$ cat config.mk
export PLATFORM = sky130hd
export DESIGN_NAME = aad_div
export DESIGN_NICKNAME = d
export VERILOG_FILES = /design/src/sv/assert_macros.svh /design/src/sv/aad_div.sv
export SDC_FILE = /design/constraint.sdc
export NUM_CORES = 1
export LEC_CHECK = 0
export BUFFER_PORTS_ARGS = -buffer_cell sky130_fd_sc_hd__buf_4
export CAP_MARGIN = 20
export CORE_MARGIN = 2
export CORE_UTILIZATION = 35
export DETAILED_ROUTE_END_ITERATION = 16
export PLACE_DENSITY = 0.54
export RECOVER_POWER = 50
export SETUP_SLACK_MARGIN = 0.02
export SYNTH_ARGS = -nofsm -noshare
export SYNTH_HDL_FRONTEND = slang
export SYNTH_SLANG_ARGS = --single-unit
$ cat constraint.sdc
create_clock -name clk -period 7 [get_ports clk]
set_input_delay 1.75 -clock clk [delete_from_list [all_inputs] [get_ports clk]]
set_output_delay 1.75 -clock clk [all_outputs]
set_load 0.1 [all_outputs]
$ cat src/sv/assert_macros.svh
`ifndef ASSERT_MACROS_SVH
`define ASSERT_MACROS_SVH

// The consequent must hold in the same cycle as the antecedent.
`define ASSERT_SAME(label, ck, rstn, ante, cons, msg) \
  label: assert property (@(posedge ck) disable iff (!(rstn)) (ante) |-> (cons)) \
    else $error(msg);

// The consequent must hold in the cycle after the antecedent.
`define ASSERT_NEXT(label, ck, rstn, ante, cons, msg) \
  label: assert property (@(posedge ck) disable iff (!(rstn)) (ante) |=> (cons)) \
    else $error(msg);

`endif

$ cat src/sv/aad_div.sv
module aad_div #(
  parameter int DVD_W = 23,
  parameter int DSR_W = 15
) (
  input  logic             clk,
  input  logic             rst_n,
  input  logic             start,
  input  logic [DVD_W-1:0] dividend,
  input  logic [DSR_W-1:0] divisor,
  output logic             done,
  output logic [DVD_W-1:0] quotient
);

  localparam int CNT_W = $clog2(DVD_W + 1);

  logic             busy_r;
  logic             done_r;
  logic [CNT_W-1:0] cnt_r;
  logic [DSR_W-1:0] rem_r;
  logic [DSR_W-1:0] dsr_r;
  logic [DVD_W-1:0] dq_r;
  logic [DSR_W:0]   shifted;
  logic             fits;
  logic [DSR_W-1:0] rem_nxt;
  logic [DVD_W-1:0] dq_nxt;

  always_comb begin
    shifted = {rem_r, dq_r[DVD_W-1]};
    fits    = shifted >= {1'b0, dsr_r};
    rem_nxt = fits ? DSR_W'(shifted - {1'b0, dsr_r}) : DSR_W'(shifted);
    dq_nxt  = {dq_r[DVD_W-2:0], fits};
  end

  always_ff @(posedge clk) begin
    if (!rst_n) begin
      busy_r <= 1'b0;
      done_r <= 1'b0;
    end else begin
      done_r <= 1'b0;
      if (start) begin
        busy_r <= 1'b1;
      end else if (busy_r && cnt_r == CNT_W'(1)) begin
        busy_r <= 1'b0;
        done_r <= 1'b1;
      end
    end
  end

  always_ff @(posedge clk) begin
    if (start) begin
      cnt_r <= CNT_W'(DVD_W);
      rem_r <= '0;
      dsr_r <= divisor;
      dq_r  <= dividend;
    end else if (busy_r) begin
      cnt_r <= cnt_r - CNT_W'(1);
      rem_r <= rem_nxt;
      dq_r  <= dq_nxt;
    end
  end

  assign done     = done_r;
  assign quotient = dq_r;

endmodule

After elaboration in Yosys (flattened, before gate mapping) --
Index checks and enable logic that the tools add are counted.
Storage, ports and cells: input bits 41, output and inout port bits 24, bits in registers 60, word-level logic and storage cells 21
Cells by class: add/sub/neg operators 2, order comparisons 1, eq/ne operators 1, multiplexer cells 6, reduce and logical (&&, ||, !) cells 4, bitwise logic cells 1
Operator list (count):
- 23-bit two-way mux | 2
- 16-bit by 15-bit greater-or-equal comparator with 1-bit output | 1
- 15-bit two-way mux | 1
- 15-bit subtractor | 1
- 5-bit by 1-bit == test with 1-bit output, second input constant | 1
- 5-bit by 1-bit subtractor with 5-bit output, second input constant | 1
- 2-bit nonzero test | 2
- 1-bit two-way mux | 3
- 2-bit OR reduction | 1
- 1-bit logical AND | 1
- 1-bit inverter | 1

Logic depth before layout (Yosys ltp) --
depth after elaboration 4, mapped depth 11, mapped depth without buffers 9

Worst setup path after synthesis --
Ideal clock, no wire load.
path type input port to flip-flop, from input start, to register dq_r[0] (netlist: quotient[0]) (enable), setup slack 3.867 ns, setup time 0.378 ns, path buffers 2, cell stages on the path 4, data required time 6.622 ns, arrival 2.755 ns, path through clkbuf_1 > nor2_1 > clkbuf_1 > inv_1
Between the ends: longest elaborated chain between the ends 1
RTL lines:
- from (decl) | RTL line aad_div.sv:7 | input logic start,
- 2-bit nonzero test (no source line)
- to (signal assigned) | RTL line aad_div.sv:54 | dq_r <= dividend;
- to (signal assigned) | RTL line aad_div.sv:58 | dq_r <= dq_nxt;
- to (decl) | RTL line aad_div.sv:21 | logic [DVD_W-1:0] dq_r;
No other way between the ends. A chain may end at the register's enable or synchronous reset.

Worst setup path after layout --
from input start, to register dq_r[9] (netlist: quotient[9]) (enable)
Same word-level chain as after synthesis.

==> results_dict.tcl <==
set metrics [dict create \
    io_buffer_count 64 \
    synth_mux_area_share_pct 8.76 \
    skew_ns 0.00996 \
    yosys_most_used_dff "edfxtp_1" \
    synthAdderAreaFrac_pct 7.34 \
    ys_seq_elements 60 \
    p_comb_share_pct 22.5 \
    grt_pass1_wl_mm 11.7 \
    final_util_pct 44.9 \
    cts_setup_buffers 0 \
    yosysTopAreaCell "edfxtp_1" \
    clkTransAtPathRegs_ns 0.07 \
    ys_seq_area_share_pct 49.9 \
    cap_violations 1 \
    io_pins 65 \
    hold_viol_final 0 \
    rows 34 \
    rsz0062_at_grt "false" \
    synth_top_family_by_area "compound AO/OA/AOI/OAI gates" \
    cp.required_ns 6.96 \
    async_flop_share_pct 0 \
    vias 2346 \
    start_util_pct 36.2 \
    synth.distinct_cells 49 \
    track_usage_pct 14.9 \
    cts.path.max_buffers 2 \
    postRouteAntennaNets 0 \
    arrival_ns 4.53 \
    relSlewSlack_pct -65.0 \
    placed_cell_area_um2 3720 \
    startpoint_type "input pin" \
    worstPathMaxFanout 49 \
    routabilityCongestion 0.734 \
    power_leakage_nw 1.67 \
    num_antenna_cells 0 \
    hold_path_class "reg -> reg" \
    p_seq_share_pct 42.6 \
    slew_viol_final 50 \
    synth_xor_area_share_pct 3.87 \
    grt_use_met2_pct 22.9 \
    synth_area_leaders "edfxtp_1, dfxtp_1, mux2_2, ha_1, xnor2_1" \
    antenna_found_initial 0 \
    cts_resized 0 \
    grt-ovfl-total 0 \
    die_w_um 99.2 \
    cts_buffers 9 \
    avgSynthCellArea_um2 11.1 \
    fill_cells 823 \
    powerDensity_nw_per_um2 250 \
    drc 0 \
    worstMarginPinSlew_ns 2.47 \
    firstDrtPassIters 4 \
    grt_start_max_net_pins 50 \
    areaGrowthSynthToFinish_pct 23.9 \
    postSynthCellCount 285 \
    min_period_ns 4.57 \
    grt_pass1_vias 2438 \
    yosysMostFrequentCell "edfxtp_1" \
    min_to "rem_r[2]" \
    final_cells 460 \
    crit_type "in -> reg" \
    power_frac_clock_pct 34.9 \
    drive_above_1_share_pct 30.4 \
    crit_chain "clkbuf_1 -> nor2_1 -> buf_4 -> inv_1" \
    synth_compound_area_share_pct 14.1 \
    min_path_cells 2 \
    internal_power_mw 0.670 \
    reg2reg_depth 9 \
    p_sw_mw 0.313 \
    grtUsageMet1_pct 19.4 \
    design.die.area_um2 9840 \
    dieHeight_um 99.2 \
    hold_buffers 0 \
    busiest_layer "met2" \
    yosysWarnings 0 \
    finalSetupViolCount 0 \
    wl_per_cell_um 14.7 \
    cts_tree "yes" \
    netlist_area_um2 3170 \
    swShare_pct 31.9 \
    use_met3_pct 5.55 \
    tns_ns 0 \
    rr_startpoint "quotient[22]" \
    clk_latency_ns 0.34 \
    post-route-period-util_pct 65.3 \
    routed_via_density 5.10 \
    violations "capacitance limit, slew limit" \
    end_kind "flop" \
    synth_edf_count 38 \
    final_area_um2 3930 \
    synth_top_area_share_pct 36.0 \
    drt-total-wl_mm 6.76 \
    htree_levels 3 \
    cts_sinks 60 \
    drt_iter0_drc 100 \
    critPathSlowestCell "clkbuf_1" \
    status "finished with violations" \
    synth_nets 344 \
    ys_top_cells_by_count "edfxtp_1, inv_1, dfxtp_1, mux2_2, nand2_1" \
    peakVddDrop_mv 0.121 \
    whs_ns 0.496 \
    hpwl_mm 4.65 \
    slowest_delay_ns 1.73 \
    rrSetupSlack_ns 4.07 \
    nets 406 \
    yosys.area_share.simple_pct 11.0 \
    clockRootBuffer "clkbuf_8" \
    core-area_um2 8760 \
    r2r-end "rem_r[11]" \
    hp-start "rem_r[2]" \
    dp.cells 443 \
    max_freq_mhz 219 \
]
## layout by cell type, fill, tap and decap left out, types with 3 or more instances in the layout
master    count
nand2_1      19
dfxtp_1      22
nor2_1       10
nor3_1        7
nand2b_1     11
nand3_1       8
o311ai_0      6
edfxtp_1     38
buf_4        48
a21oi_1       9
a32oi_1       7
o31ai_1       3
mux2_2       21
clkbuf_4     15
o21ai_0      13
clkbuf_8      9
xor2_1        3
inv_1        23
a21o_1        5
xnor2_1      11
clkbuf_1      3
mux2i_1       3
ha_1         17
## critical path, delay by kind of cell
family	cells	cell delay [ns]
buf+inv	3	2.70
simple gates	1	0.05
## how the worst max path moves through the flow
stage	startpoint	end	slack [ns]	depth (start not counted)
2_1_floorplan	start	quotient[0]	3.87	4
3_3_place_gp	start	quotient[22]	3.36	4
3_5_place_dp	start	quotient[14]	3.32	4
4_1_cts	start	quotient[9]	3.70	4
5_1_grt	start	quotient[2]	2.05	4
6_report	start	quotient[9]	2.43	4
## layer usage
metal | vias to the layer above | wire length [µm]
li1 | 1178 | -
met4 | 0 | 60
met5 | - | 0
met2 | 63 | 3070
met1 | 1098 | 3170
met3 | 7 | 457
## registers in the layout, summed over array words and instances, names as in the netlist
register / flops
busy_r: 1
cnt_r: 5
done: 1
dsr_r: 15
quotient: 23
rem_r: 15
## cells by family (layout without fill, tap and decap cells)
| kind of cell | count (synthesis) | after routing |
|---|---|---|
| AO/OA/AOI/OAI | 62 | 62 |
| adder cells (fa/ha/maj) | 18 | 18 |
| XOR/XNOR | 14 | 14 |
| multiplexers | 25 | 25 |
| AND/OR/NAND/NOR | 68 | 68 |
| flip-flops | 60 | 60 |
| buffers and inverters | 38 | 105 |
## per-stage QoR
step | setup slack (ns) | power, mW
floorplan | 3.87 | 0.592
global route | 2.05 | 1.03
detailed placement | 3.32 | 0.649
finish | 2.43 | 0.984
CTS | 3.70 | 0.998
global placement | 3.36 | 0.649
## final cells by class
cell class | instances | area, µm² | share of cell area (%)
clock buffer | 9 | 124 | 3.15
multi-input combinational | 187 | 1430 | 36.4
timing repair buffer | 66 | 484 | 12.3
tap | 108 | 135 | 3.44
clock inverter | 7 | 90.1 | 2.29
inverter | 23 | 86.3 | 2.20
sequential | 60 | 1580 | 40.2
## power groups by stage
stage,sequential (mW),combinational (mW),clock [mW]
after floorplan,0.523,0.0690,0
after CTS,0.419,0.223,0.356
after detailed placement,0.426,0.223,0
final,0.419,0.222,0.343
after global placement,0.427,0.222,0
after global routing,0.423,0.236,0.375
Power figures use the tool's default switching activity.
